File: src/sv/lifo_stack_with_pick_and_remove_assert.svh
// Assertion macros shared by the stack RTL.
`ifndef LIFO_STACK_WITH_PICK_AND_REMOVE_ASSERT_SVH
`define LIFO_STACK_WITH_PICK_AND_REMOVE_ASSERT_SVH

`ifndef ASSERT_OFF
// Antecedent implies consequent in the same cycle.
`define LSPR_ASSERT_SAME(lbl, clk, rst, ante, cons) \
   lbl: assert property (@(posedge clk) disable iff (rst) (ante) |-> (cons)) \
      else $error("lspr assertion failed");
// Antecedent implies consequent in the next cycle.
`define LSPR_ASSERT_NEXT(lbl, clk, rst, ante, cons) \
   lbl: assert property (@(posedge clk) disable iff (rst) (ante) |=> (cons)) \
      else $error("lspr assertion failed");
`else
`define LSPR_ASSERT_SAME(lbl, clk, rst, ante, cons)
`define LSPR_ASSERT_NEXT(lbl, clk, rst, ante, cons)
`endif

`endif

File: src/sv/lspr_pkg.sv
`timescale 1ns / 1ps

package lspr_pkg;

   localparam int DATA_W  = 64;
   localparam int CMD_W   = 3;
   localparam int IDX_W   = 6;
   localparam int CAP_W   = 7;
   localparam int STAT_W  = 2;
   localparam int ECNT_W  = 7;

   // Command codes
   localparam logic [CMD_W-1:0] CMD_PUSH   = 3'd0;
   localparam logic [CMD_W-1:0] CMD_POP    = 3'd1;
   localparam logic [CMD_W-1:0] CMD_PEEK   = 3'd2;
   localparam logic [CMD_W-1:0] CMD_PICK   = 3'd3;
   localparam logic [CMD_W-1:0] CMD_REMOVE = 3'd4;
   localparam logic [CMD_W-1:0] CMD_CLEAR  = 3'd5;

   // Status codes
   localparam logic [STAT_W-1:0] STAT_OK       = 2'd0;
   localparam logic [STAT_W-1:0] STAT_EMPTY    = 2'd1;
   localparam logic [STAT_W-1:0] STAT_OVERFLOW = 2'd2;
   localparam logic [STAT_W-1:0] STAT_RANGE    = 2'd3;

   localparam logic [CAP_W-1:0] CAP_RESET = 7'd64;

   typedef struct packed {
      logic [CMD_W-1:0]         command;
      logic signed [DATA_W-1:0] push_value;
      logic [IDX_W-1:0]         depth_index;
   } req_type;

   typedef struct packed {
      logic signed [DATA_W-1:0] data;
      logic [STAT_W-1:0]        status;
      logic [ECNT_W-1:0]        entry_count;
   } rsp_type;

   typedef enum logic [1:0] {
      ST_IDLE,
      ST_EXEC,
      ST_READ,
      ST_SHIFT
   } state_type;

endpackage

File: src/sv/lspr_ram.sv
`timescale 1ns / 1ps

module lspr_ram #(
   parameter int WIDTH = 64,
   parameter int DEPTH = 64
) (
   input  logic                     clock,
   input  logic                     wr_en,
   input  logic [$clog2(DEPTH)-1:0] wr_addr,
   input  logic [WIDTH-1:0]         wr_data,
   input  logic [$clog2(DEPTH)-1:0] rd_addr,
   output logic [WIDTH-1:0]         rd_data
);

   logic [WIDTH-1:0] mem_ff [DEPTH];
   logic [WIDTH-1:0] rd_data_ff;

   // one write port, one registered read port
   always_ff @(posedge clock) begin
      if (wr_en) begin
         mem_ff[wr_addr] <= wr_data;
      end
      rd_data_ff <= mem_ff[rd_addr];
   end

   assign rd_data = rd_data_ff;

endmodule

File: src/sv/lifo_stack_with_pick_and_remove.sv
`timescale 1ns / 1ps
// Channel   | Ports                          | Handshake
// ----------+--------------------------------+--------------------------------
// request   | start, busy, req_payload       | taken when start & !busy
// response  | rsp_valid, rsp_payload         | one-cycle strobe, no backpressure
// config    | csr_wr_en, csr_wr_data         | capacity written when csr_wr_en
//
// Busy per request: push, clear, unused codes and errors end in ST_EXEC; pop,
// peek, pick add ST_READ (one stack RAM read); remove adds ST_READ and, for a
// nonzero depth_index, ST_SHIFT, one entry moved per cycle via the single RAM
// write port and shared address adder; the response strobes when busy first drops.
// Reset is synchronous and empties the stack; capacity resets to 64.
// The receiver cannot stall; a new request can be taken while a response shows.

module lifo_stack_with_pick_and_remove #(
   parameter int DEPTH      = 64,
   parameter int CELL_WIDTH = 64
) (
   input  logic                                    clock,
   input  logic                                    reset,
   input  logic                                    start,
   output logic                                    busy,
   input  lspr_pkg::req_type                       req_payload,
   output logic                                    rsp_valid,
   output lspr_pkg::rsp_type                       rsp_payload,
   input  logic                                    csr_wr_en,
   input  logic [lspr_pkg::CAP_W-1:0]              csr_wr_data
);

`include "lifo_stack_with_pick_and_remove_assert.svh"

   localparam int AW    = $clog2(DEPTH);
   localparam int CNT_W = $clog2(DEPTH + 1);
   localparam int UW    = (CNT_W > lspr_pkg::CAP_W) ? CNT_W : lspr_pkg::CAP_W;

   lspr_pkg::state_type state_ff, state_in;
   logic [CNT_W-1:0]    count_ff, count_in;
   logic [lspr_pkg::CAP_W-1:0] cap_ff;
   lspr_pkg::req_type   req_ff;
   logic [AW-1:0]       wr_ff, wr_in;
   logic [AW-1:0]       rdp_ff, rdp_in;
   logic [lspr_pkg::IDX_W-1:0] left_ff, left_in;
   logic signed [lspr_pkg::DATA_W-1:0] hold_ff, hold_in;
   lspr_pkg::rsp_type   rsp_ff, rsp_in;
   logic                rsp_valid_ff, rsp_valid_in;

   logic                  ram_we;
   logic [AW-1:0]         ram_waddr, ram_raddr;
   logic [CELL_WIDTH-1:0] ram_wdata, ram_rdata;

   // shared address/compare unit: a + b, or a - b when au_sub
   logic [UW-1:0] au_a, au_b, au_res;
   logic          au_sub, au_carry;
   logic [UW:0]   au_sum;

   logic [UW-1:0] count_ext, limit;
   logic signed [lspr_pkg::DATA_W-1:0] rd_sext, push_sext;
   logic accept;

   assign accept    = start && !busy;
   assign busy      = (state_ff != lspr_pkg::ST_IDLE);
   assign count_ext = UW'(count_ff);
   assign limit     = (UW'(cap_ff) < UW'(DEPTH)) ? UW'(cap_ff) : UW'(DEPTH);
   assign rd_sext   = lspr_pkg::DATA_W'($signed(ram_rdata));
   assign push_sext = lspr_pkg::DATA_W'($signed(req_ff.push_value[CELL_WIDTH-1:0]));

   assign au_sum   = {1'b0, au_a} + {1'b0, (au_sub ? ~au_b : au_b)} + (UW+1)'(au_sub);
   assign au_carry = au_sum[UW];
   assign au_res   = au_sum[UW-1:0];

   lspr_ram #(
      .WIDTH (CELL_WIDTH),
      .DEPTH (DEPTH)
   ) u_store (
      .clock   (clock),
      .wr_en   (ram_we),
      .wr_addr (ram_waddr),
      .wr_data (ram_wdata),
      .rd_addr (ram_raddr),
      .rd_data (ram_rdata)
   );

   // sequencer: next state, datapath controls, response
   always_comb begin
      state_in     = state_ff;
      count_in     = count_ff;
      wr_in        = wr_ff;
      rdp_in       = rdp_ff;
      left_in      = left_ff;
      hold_in      = hold_ff;
      rsp_in       = rsp_ff;
      rsp_valid_in = 1'b0;
      ram_we       = 1'b0;
      ram_waddr    = wr_ff;
      ram_wdata    = req_ff.push_value[CELL_WIDTH-1:0];
      ram_raddr    = '0;
      au_a         = count_ext;
      au_b         = '0;
      au_sub       = 1'b1;

      case (state_ff)
         lspr_pkg::ST_IDLE: begin
            if (accept) begin
               state_in = lspr_pkg::ST_EXEC;
            end
         end

         lspr_pkg::ST_EXEC: begin
            rsp_in.data   = '0;
            rsp_in.status = lspr_pkg::STAT_OK;
            state_in      = lspr_pkg::ST_IDLE;
            rsp_valid_in  = 1'b1;
            case (req_ff.command)
               lspr_pkg::CMD_PUSH: begin
                  au_b = limit;
                  if (au_carry) begin
                     rsp_in.status = lspr_pkg::STAT_OVERFLOW;
                  end else begin
                     ram_we      = 1'b1;
                     ram_waddr   = count_ext[AW-1:0];
                     rsp_in.data = push_sext;
                     count_in    = count_ff + CNT_W'(1);
                  end
               end
               lspr_pkg::CMD_POP, lspr_pkg::CMD_PEEK: begin
                  au_b = UW'(1);
                  if (!au_carry) begin
                     rsp_in.status = lspr_pkg::STAT_EMPTY;
                  end else begin
                     ram_raddr    = au_res[AW-1:0];
                     wr_in        = au_res[AW-1:0];
                     state_in     = lspr_pkg::ST_READ;
                     rsp_valid_in = 1'b0;
                  end
               end
               lspr_pkg::CMD_PICK, lspr_pkg::CMD_REMOVE: begin
                  // count - (index + 1) borrows when index is not below count
                  au_b = UW'(req_ff.depth_index) + UW'(1);
                  if (!au_carry) begin
                     rsp_in.status = lspr_pkg::STAT_RANGE;
                  end else begin
                     ram_raddr    = au_res[AW-1:0];
                     wr_in        = au_res[AW-1:0];
                     state_in     = lspr_pkg::ST_READ;
                     rsp_valid_in = 1'b0;
                  end
               end
               lspr_pkg::CMD_CLEAR: begin
                  count_in = '0;
               end
               default: begin
               end
            endcase
            rsp_in.entry_count = lspr_pkg::ECNT_W'(count_in);
         end

         lspr_pkg::ST_READ: begin
            rsp_in.data   = rd_sext;
            rsp_in.status = lspr_pkg::STAT_OK;
            hold_in       = rd_sext;
            au_a          = UW'(wr_ff);
            au_b          = UW'(1);
            au_sub        = 1'b0;
            if (req_ff.command == lspr_pkg::CMD_REMOVE && req_ff.depth_index != '0) begin
               // entries above the removed one move down, one per cycle
               ram_raddr = au_res[AW-1:0];
               rdp_in    = au_res[AW-1:0];
               left_in   = req_ff.depth_index;
               state_in  = lspr_pkg::ST_SHIFT;
            end else begin
               if (req_ff.command != lspr_pkg::CMD_PEEK &&
                   req_ff.command != lspr_pkg::CMD_PICK) begin
                  count_in = count_ff - CNT_W'(1);
               end
               rsp_valid_in = 1'b1;
               state_in     = lspr_pkg::ST_IDLE;
            end
            rsp_in.entry_count = lspr_pkg::ECNT_W'(count_in);
         end

         lspr_pkg::ST_SHIFT: begin
            ram_we    = 1'b1;
            ram_waddr = wr_ff;
            ram_wdata = ram_rdata;
            wr_in     = rdp_ff;
            au_a      = UW'(rdp_ff);
            au_b      = UW'(1);
            au_sub    = 1'b0;
            ram_raddr = au_res[AW-1:0];
            rdp_in    = au_res[AW-1:0];
            left_in   = left_ff - lspr_pkg::IDX_W'(1);
            if (left_ff == lspr_pkg::IDX_W'(1)) begin
               count_in           = count_ff - CNT_W'(1);
               rsp_in.data        = hold_ff;
               rsp_in.status      = lspr_pkg::STAT_OK;
               rsp_in.entry_count = lspr_pkg::ECNT_W'(count_in);
               rsp_valid_in       = 1'b1;
               state_in           = lspr_pkg::ST_IDLE;
            end
         end

         default: begin
            state_in = lspr_pkg::ST_IDLE;
         end
      endcase
   end

   // control registers
   always_ff @(posedge clock) begin
      if (reset) begin
         state_ff     <= lspr_pkg::ST_IDLE;
         count_ff     <= '0;
         cap_ff       <= lspr_pkg::CAP_RESET;
         rsp_valid_ff <= 1'b0;
         left_ff      <= '0;
      end else begin
         state_ff     <= state_in;
         count_ff     <= count_in;
         rsp_valid_ff <= rsp_valid_in;
         left_ff      <= left_in;
         if (csr_wr_en) begin
            cap_ff <= csr_wr_data;
         end
      end
   end

   // payload registers
   always_ff @(posedge clock) begin
      if (accept) begin
         req_ff <= req_payload;
      end
      wr_ff   <= wr_in;
      rdp_ff  <= rdp_in;
      hold_ff <= hold_in;
      rsp_ff  <= rsp_in;
   end

   assign rsp_valid   = rsp_valid_ff;
   assign rsp_payload = rsp_ff;

   // checks
   `LSPR_ASSERT_SAME(a_count_bound, clock, reset, 1'b1, count_ff <= CNT_W'(DEPTH))
   `LSPR_ASSERT_NEXT(a_accept_exec, clock, reset, accept, state_ff == lspr_pkg::ST_EXEC)
   `LSPR_ASSERT_NEXT(a_done_rsp, clock, reset,
      state_ff != lspr_pkg::ST_IDLE && state_in == lspr_pkg::ST_IDLE, rsp_valid_ff)
   `LSPR_ASSERT_SAME(a_err_zero, clock, reset,
      rsp_valid_ff && rsp_ff.status != lspr_pkg::STAT_OK, rsp_ff.data == '0)
   `LSPR_ASSERT_SAME(a_shift_left, clock, reset,
      state_ff == lspr_pkg::ST_SHIFT, left_ff != '0)

endmodule
File: config.mk
export PLATFORM = sky130hd
export DESIGN_NAME = lifo_stack_with_pick_and_remove
export DESIGN_NICKNAME = d
export VERILOG_FILES = /design/src/sv/lspr_pkg.sv /design/src/sv/lspr_ram.sv /design/src/sv/lifo_stack_with_pick_and_remove.sv
export VERILOG_INCLUDE_DIRS = /design/src /design/src/sv
export SDC_FILE = /design/constraint.sdc
export NUM_CORES = 2
export LEC_CHECK = 0
export BUFFER_PORTS_ARGS = -buffer_cell sky130_fd_sc_hd__buf_2
export CAP_MARGIN = 20
export CELL_PAD_IN_SITES_DETAIL_PLACEMENT = 1
export CELL_PAD_IN_SITES_GLOBAL_PLACEMENT = 2
export CORE_MARGIN = 8
export CORE_UTILIZATION = 55
export CTS_CLUSTER_SIZE = 40
export DETAILED_ROUTE_END_ITERATION = 10
export HOLD_SLACK_MARGIN = 0.03
export PLACE_DENSITY_LB_ADDON = 0.1
export SYNTH_ARGS = -nofsm -noshare
export SYNTH_HDL_FRONTEND = slang
export SYNTH_HIERARCHICAL = 1
export SYNTH_SLANG_ARGS = --single-unit
File: constraint.sdc
create_clock -name clock -period 26.8 [get_ports clock]
set_input_delay 5.36 -clock clock [delete_from_list [all_inputs] [get_ports clock]]
set_output_delay 5.36 -clock clock [all_outputs]
set_load 0.01 [all_outputs]
# Word level (Yosys, flattened, before mapping)
# Memories as Yosys holds them, arrays and structs flattened. A register that Yosys moved wholly into a read port is not among the register bits.
# Cells that the tools add are included.
[word_totals] input_bits=84 word_cells=107 memories=1 register_bits=245 output_inout_bits=75 ram_bits=4096
[op_classes] n_mux=49 n_lt_le_gt_ge=1 add_sub_neg=6 n_bitwise=1 n_reduce_logical=19 eq_ne=16
[mem_list] memory="u_store.mem_ff" depth=64 word_bits=64 rd=1 rd_clocked_by_memory_dff=1 write_ports=1 line="lspr_ram.sv:15" rtl="logic [WIDTH-1:0] mem_ff [DEPTH];"
[op_table] cell="one-hot mux 73 bit (3 select lines)" n=1
[op_table] cell="two-way mux 64 bit" n=3
[op_table] cell="two-way mux 73 bit" n=1
[op_table] cell="two-way mux 6 bit" n=10
[op_table] cell="two-way mux 7 bit" n=6
[op_table] cell="one-hot mux 7 bit (2 select lines)" n=3
[op_table] cell="one-hot mux 7 bit (3 select lines)" n=2
[op_table] cell="one-hot mux 6 bit (2 select lines)" n=3
[op_table] cell="one-hot mux 6 bit (3 select lines)" n=1
[op_table] cell="two-way mux 2 bit" n=6
[op_table] cell="!= test 2 bit (second input constant)" n=5
[op_table] cell="two-way mux 1 bit" n=9
[op_table] cell="adder 7 x 7 -> 8 bit" n=1
[op_table] cell="adder 8 x 1 -> 8 bit" n=1
[op_table] cell="one-hot mux 2 bit (4 select lines)" n=1
[op_table] cell="adder 6 x 1 -> 7 bit (second input constant)" n=1
[op_table] cell="adder 7 x 1 -> 7 bit (second input constant)" n=1
[op_table] cell="< comparator 7 bit (second input constant)" n=1
[op_table] cell="inverter 7 bit" n=1
[op_table] cell="subtractor 7 x 1 -> 7 bit (second input constant)" n=1
[op_table] cell="equality test 3 x 2 -> 1 bit (second input constant)" n=2
[op_table] cell="equality test 3 bit (second input constant)" n=2
[op_table] cell="equality test 6 x 1 -> 1 bit (second input constant)" n=1
[op_table] cell="!= test 3 x 2 -> 1 bit (second input constant)" n=2
[op_table] cell="18 further kinds" n=27

# Longest topological paths before layout
[depth] word_depth=13 depth_mapped=22 depth_no_buf=17

# Cells and area by module
# The synthesis kept the hierarchy.
[modules_own_cells] mod="lspr_ram" instances=1 cells_each=6598 area_per_inst_um2=156331.2 seq_area_each_um2=124279.2
[modules_own_cells] mod="lifo_stack_with_pick_and_remove" instances=1 cells_each=944 area_per_inst_um2=11289.6 seq_area_each_um2=7126.8

# Worst setup path before layout
# Ideal clock, no wire load.
[synth_timing] path_kind="flip-flop to flip-flop" from="register state_ff[0]" to="memory u_store.mem_ff[49][0], enable pin" arrival_time_ns=8.021 n_path_buf=4 setup_time_ns=0.564 t_required_ns=26.236 slack_ns=18.214 stages_incl_launch_ff=16 period_less_slack_ns=8.586 cell_sequence="dfxtp_1 -> buf_2 -> buf_1 -> buf_1 -> and2_1 -> a21oi_1 -> ha_1 -> a21oi_1 -> o21ai_0 -> nor3_1 -> nand3_2 -> mux2_2 -> clkbuf_1 -> nor2b_1 -> nand4_1 -> nor3_1"
[synth_via] elab_cells_between_ends=19 cone_classes="add/sub: 2; eq/ne: 3; mux: 12; bitwise: 1; reduce/logical: 1"
[synth_rtl] item="from (decl)" line="lifo_stack_with_pick_and_remove.sv:36" rtl="lspr_pkg::state_type state_ff, state_in;"
[synth_rtl] item="from (signal assigned)" line="lifo_stack_with_pick_and_remove.sv:211" rtl="state_ff <= lspr_pkg::ST_IDLE;"
[synth_rtl] item="from (signal assigned)" line="lifo_stack_with_pick_and_remove.sv:217" rtl="state_ff <= state_in;"
[synth_rtl] item="equality test 2 bit" line="lifo_stack_with_pick_and_remove.sv:101" rtl="case (state_ff)"
[synth_rtl] item="OR reduction 2 bit (no source line)"
[synth_rtl] item="one-hot mux 7 bit (2 select lines)" line="lifo_stack_with_pick_and_remove.sv:101"
[synth_rtl] item="inverter 7 bit" line="lifo_stack_with_pick_and_remove.sv:67" rtl="assign au_sum = {1'b0, au_a} + {1'b0, (au_sub ? ~au_b : au_b)} + (UW+1)'(au_sub);"
[synth_rtl] item="two-way mux 7 bit" line="lifo_stack_with_pick_and_remove.sv:67"
[synth_rtl] item="adder 7 x 7 -> 8 bit" line="lifo_stack_with_pick_and_remove.sv:67"
[synth_rtl] item="adder 8 x 1 -> 8 bit" line="lifo_stack_with_pick_and_remove.sv:67"
[synth_rtl] item="two-way mux 6 bit" line="lifo_stack_with_pick_and_remove.sv:116" rtl="if (au_carry) begin"
[synth_rtl] item="two-way mux 6 bit" line="lifo_stack_with_pick_and_remove.sv:113" rtl="case (req_ff.command)"
[synth_rtl] item="two-way mux 6 bit *" line="lifo_stack_with_pick_and_remove.sv:101"
[synth_rtl] item="net ram_waddr[3]" line="lifo_stack_with_pick_and_remove.sv:48" rtl="logic [AW-1:0] ram_waddr, ram_raddr;"
[synth_rtl] item="to (decl)" line="lspr_ram.sv:15"
# Mark *: on every way through the listed nets, which the timed path passes. The rest lies on a longest branch.

# Worst setup path after layout
[layout_timing] from="register state_ff[0]" to="register u_store.rd_data_ff[39], in the netlist u_store/rd_data[39] (read register of u_store.mem_ff)"
[layout_via] elab_chain_len=10 elab_cells_between_ends=15 cone_classes="add/sub: 2; eq/ne: 3; mux: 8; bitwise: 1; reduce/logical: 1"
[layout_lines] item="equality test 2 bit" line="lifo_stack_with_pick_and_remove.sv:101"
[layout_lines] item="OR reduction 2 bit (no source line)"
[layout_lines] item="one-hot mux 7 bit (2 select lines)" line="lifo_stack_with_pick_and_remove.sv:101"
[layout_lines] item="inverter 7 bit" line="lifo_stack_with_pick_and_remove.sv:67"
[layout_lines] item="two-way mux 7 bit" line="lifo_stack_with_pick_and_remove.sv:67"
[layout_lines] item="adder 7 x 7 -> 8 bit" line="lifo_stack_with_pick_and_remove.sv:67"
[layout_lines] item="adder 8 x 1 -> 8 bit" line="lifo_stack_with_pick_and_remove.sv:67"
[layout_lines] item="two-way mux 6 bit" line="lifo_stack_with_pick_and_remove.sv:127, lifo_stack_with_pick_and_remove.sv:139"
[layout_lines] item="two-way mux 6 bit"
[layout_lines] item="one-hot mux 6 bit (3 select lines) *" line="lifo_stack_with_pick_and_remove.sv:101"
[layout_lines] item="net ram_raddr[0]" line="lifo_stack_with_pick_and_remove.sv:48"
[layout_lines] item="to (decl)" line="lspr_ram.sv:16" rtl="logic [WIDTH-1:0] rd_data_ff;"
# Marked as above.
# A chain may end at the register's enable or synchronous reset.

==> impl_metrics.py <==
metrics = {
    "synthesis": {
        "syn_area_mm2": 0.1676,
        "synth-main-ff-cell": "sky130_fd_sc_hd__edfxtp_1",
        "net_count_after_synthesis": 7639,
        "synthDistinctLibCells": 71,
        "synth-seq-cells": 4405,
        "synth-seq-area-share_pct": 78.39,
        "synth-warning-count": 6,
        "synth_enable_flop_cells": 4318,
        "async_reset_ff_share_pct": 0,
        "avgSynthCellArea_um2": 22.22,
        "netlist_instances": 7542,
    },
    "drt": {
        "post_drt_via_cell_ratio": 6.995,
        "dr.pass1.iters": 6,
        "route.vias.total": 86650,
        "drt_iter0_markers": 13100,
        "detail-route-antenna-nets": 0,
        "drc": 0,
        "routed_wl_um": 518100,
        "routed_wire_length_per_instance_um": 41.82,
    },
    "die": {
        "dieArea_mm2": 0.3227,
        "placementRows": 202,
        "io_count": 159,
        "floorplan.initialDensity_pct": 55.31,
        "die_y_um": 568.1,
        "coreArea_mm2": 0.3030,
        "floorplan.die.width_um": 568.1,
    },
    "global_route": {
        "grt.overflow.total": 0,
        "global_route_wire_length_before_repair_um": 710200,
        "grt_use_total_pct": 31.59,
        "number_of_global_route_vias_before_repair": 87360,
        "antenna_found_initial": 22,
        "grt_max_degree": 115,
    },
    "sta": {
        "fin_tns_setup_ns": 0,
        "rsz0062_at_grt": "no",
        "final.period_utilization_pct": 33.17,
        "setup_skew_ns": 0.04858,
        "number_of_max_slew_violations_in_the_final_report": 0,
        "min_period_ns": 8.890,
        "hold_viol": 0,
        "relSlewSlack_pct": 18.00,
        "timing.final.setup_violations": 0,
        "worst_slew_pin_slew_ns": 1.230,
        "fmaxAchievable_mhz": 112.5,
    },
    "worst_setup_path": {
        "worstRegToRegCells": 21,
        "worstReg2RegEnd": "u_store/rd_data[39]",
        "setup.worst_path.class": "reg -> reg",
        "timing.critical_path.arrival_ns": 9.69,
        "required_ns": 27.60,
        "setup.worst_path.start_class": "register",
        "critical_path.endpoint_type": "register",
        "regToRegStartpoint": "state_ff[0]",
        "critical_path.max_fanout": 42,
        "regToRegSetupSlack_ns": 17.91,
    },
    "power": {
        "pwr_density_cell_mw_per_mm2": 79.76,
        "cellLeakagePower_nw": 57.88,
        "irDropWorstVdd_uv": 62.51,
    },
    "placement": {
        "place.gp.congestion": 0.8169,
        "io_buffers": 158,
        "placed_area_mm2": 0.1744,
        "dp.final_hpwl_um": 282300,
    },
    "final_layout": {
        "fill_cells": 24210,
        "synthToLayoutAreaGrowth_pct": 12.94,
        "layout.nets": 8116,
        "final_area_mm2": 0.1893,
        "drive_above_1_share_pct": 27.31,
    },
    "cts": {
        "clk_transition_reported_paths_ns": 0.06,
        "insertion_delay_ns": 0.98,
        "cts.htree.levels": 5,
        "clock_path_buffers": 4,
        "cts_tree": "yes",
        "cts-buffers-inserted": 444,
        "postCtsSetupBuffers": 0,
        "hold_fix_buffers_cts": 0,
        "post_cts_resize_count": 0,
        "clkSinkCount": 4405,
        "clk_tree_root_cell": "sky130_fd_sc_hd__clkbuf_16",
    },
    "hold_path": {
        "hold_path_depth": 0,
        "hold_end": "hold_ff[14]",
        "hold_class": "reg -> reg",
        "worstHoldStart": "u_store/rd_data[14]",
    },
    "job": {
        "maxCapViolCount": 0,
    },
    "run_status": {
        "outcome": "completed",
    },
}
## power breakdown
part	switching [mW]	internal [mW]	total, mW
clock	2.63	3.62	6.24
combinational	0.666	0.301	0.967
sequential	0.136	7.75	7.89
## sequential cells by signal, indices dropped and copies added, names as in the netlist
name	flops
u_store/mem_ff	4096
rdp_ff	6
cap_ff	7
req_ff	9
u_store/rd_data	64
rsp_valid	1
hold_ff	64
wr_ff	6
left_ff	6
rsp_payload	73
count_ext	7
push_sext	64
state_ff	2
## cells in the mapped netlist (8+ instances only)
cell type                   count  area [um2]
sky130_fd_sc_hd__ha_1          12       150.1
sky130_fd_sc_hd__mux4_2      1024       23060
sky130_fd_sc_hd__nand2_1      280        1051
sky130_fd_sc_hd__dfxtp_1       87        1742
sky130_fd_sc_hd__buf_6          9       101.4
sky130_fd_sc_hd__o2bb2ai_1     64       560.5
sky130_fd_sc_hd__edfxtp_1    4318      129700
sky130_fd_sc_hd__a22oi_1      170        1276
sky130_fd_sc_hd__o21ai_0       28       140.1
sky130_fd_sc_hd__a211oi_1      72       540.5
sky130_fd_sc_hd__a41oi_1       27       236.5
sky130_fd_sc_hd__mux2i_1      213        2132
sky130_fd_sc_hd__a2bb2oi_1     19       166.4
sky130_fd_sc_hd__nor2_1       146       548.0
sky130_fd_sc_hd__buf_1         26       97.59
sky130_fd_sc_hd__buf_2        181       905.9
sky130_fd_sc_hd__buf_4         27       202.7
sky130_fd_sc_hd__inv_1         42       157.7
sky130_fd_sc_hd__a31oi_1       28       175.2
sky130_fd_sc_hd__clkbuf_1     183       686.9
sky130_fd_sc_hd__o221ai_1      38       332.8
sky130_fd_sc_hd__or3_1         30       187.7
sky130_fd_sc_hd__and3_1        69       431.7
sky130_fd_sc_hd__o22ai_1       84       525.5
sky130_fd_sc_hd__nor3_1        13       65.06
sky130_fd_sc_hd__or2_2         29       181.4
sky130_fd_sc_hd__o21ai_1        8       40.04
sky130_fd_sc_hd__a22o_1        93       814.5
sky130_fd_sc_hd__nand2b_1      13       81.33
sky130_fd_sc_hd__nor2b_1       30       187.7
sky130_fd_sc_hd__a21oi_1       37       185.2
sky130_fd_sc_hd__nand3_1       64       320.3
## layout by cell type, fill, tap and decap left out, types with 38 or more instances in the layout
cell type	n
sky130_fd_sc_hd__bufinv_16	48
sky130_fd_sc_hd__nand2_1	254
sky130_fd_sc_hd__clkinv_1	80
sky130_fd_sc_hd__nor2_4	66
sky130_fd_sc_hd__a211oi_1	72
sky130_fd_sc_hd__a22oi_1	170
sky130_fd_sc_hd__dfxtp_1	86
sky130_fd_sc_hd__and3_1	69
sky130_fd_sc_hd__nand3_1	64
sky130_fd_sc_hd__inv_1	41
sky130_fd_sc_hd__mux2i_1	213
sky130_fd_sc_hd__clkbuf_1	94
sky130_fd_sc_hd__mux4_2	1024
sky130_fd_sc_hd__buf_4	274
sky130_fd_sc_hd__nor2_1	80
sky130_fd_sc_hd__buf_2	158
sky130_fd_sc_hd__a22o_1	93
sky130_fd_sc_hd__clkinv_2	96
sky130_fd_sc_hd__edfxtp_1	4318
sky130_fd_sc_hd__o221ai_1	38
sky130_fd_sc_hd__clkbuf_16	448
sky130_fd_sc_hd__o22ai_1	84
sky130_fd_sc_hd__o2bb2ai_1	64
## area by class of cell
| type | instances | area, um2 | share of cell area, % |
|---|---|---|---|
| inverters | 44 | 168.9 | 0.08922 |
| clock inverters | 255 | 2616 | 1.382 |
| clock buffers | 573 | 11990 | 6.333 |
| multi-input cells | 2667 | 34760 | 18.36 |
| well taps | 3978 | 4977 | 2.629 |
| flip-flops and latches | 4405 | 131400 | 69.41 |
| diodes | 8 | 20.02 | 0.01057 |
| repair buffers | 457 | 3378 | 1.784 |
## critical path, cell delays in order (launching register included)
cell and delay (ns):
sky130_fd_sc_hd__dfxtp_4 0.64, sky130_fd_sc_hd__buf_4 0.65, sky130_fd_sc_hd__and2_1 0.29, sky130_fd_sc_hd__a21oi_1 0.13, sky130_fd_sc_hd__ha_1 0.41, sky130_fd_sc_hd__nand2_1 0.10
sky130_fd_sc_hd__a21oi_1 0.17, sky130_fd_sc_hd__o21ai_2 0.14, sky130_fd_sc_hd__a21oi_4 0.49, sky130_fd_sc_hd__o211ai_1 0.26, sky130_fd_sc_hd__buf_4 0.29, sky130_fd_sc_hd__a21oi_4 0.21
sky130_fd_sc_hd__buf_4 0.49, sky130_fd_sc_hd__buf_4 0.73, sky130_fd_sc_hd__buf_4 0.68, sky130_fd_sc_hd__buf_4 0.77, sky130_fd_sc_hd__buf_4 0.81, sky130_fd_sc_hd__mux4_2 0.61
sky130_fd_sc_hd__mux2i_1 0.18, sky130_fd_sc_hd__o22ai_1 0.11, sky130_fd_sc_hd__a31oi_1 0.23, sky130_fd_sc_hd__a211oi_1 0.08
## cells by family (layout without fill, tap and decap cells)
group	Yosys count	after routing	share of synthesized area [%]
and+or+nand+nor	698	698	1.925
muxes	1240	1240	15.05
other	0	8	0
buffers and inverters	470	1329	1.288
adders and majority gates	13	13	0.1015
AOI/OAI and AO/OA	706	706	3.187
xor gates and xnor gates	10	10	0.05225
DFF	4405	4405	78.39
## metrics by stage
step	cells	utilization, %	power, mW	setup slack, ns	hold slack (ns)
after floorplan	7542	-	8.503	18.21	0.4293
after global placement	11530	57.52	8.932	17.85	0.4516
after detailed placement	11540	57.56	8.966	17.80	0.4604
after CTS	12370	62.38	15.13	17.77	0.4742
after global routing	12380	62.47	15.41	17.19	0.4826
final	12390	62.47	15.10	17.91	0.4672
## worst max-delay path by stage
stage | endpoint | startpoint
2_1_floorplan | u_store/mem_ff[49][0] | state_ff[0]
3_3_place_gp | u_store/rd_data[39] | state_ff[0]
3_5_place_dp | u_store/rd_data[39] | state_ff[0]
4_1_cts | u_store/rd_data[39] | state_ff[0]
5_1_grt | u_store/rd_data[41] | state_ff[0]
6_report | u_store/rd_data[39] | state_ff[0]
## metal layers
metal / part of all wire (%) / global-route usage (%) / up-vias / routed length (um)
met5: 0.0091 / 0 / - / 47
met4: 3.5 / 9.374 / 8 / 17920
met3: 12 / 7.665 / 952 / 60010
met2: 46 / 49.25 / 5488 / 240500
met1: 39 / 45.11 / 47230 / 199600
li1: - / - / 32970 / -
Power figures use the tool's default switching activity.
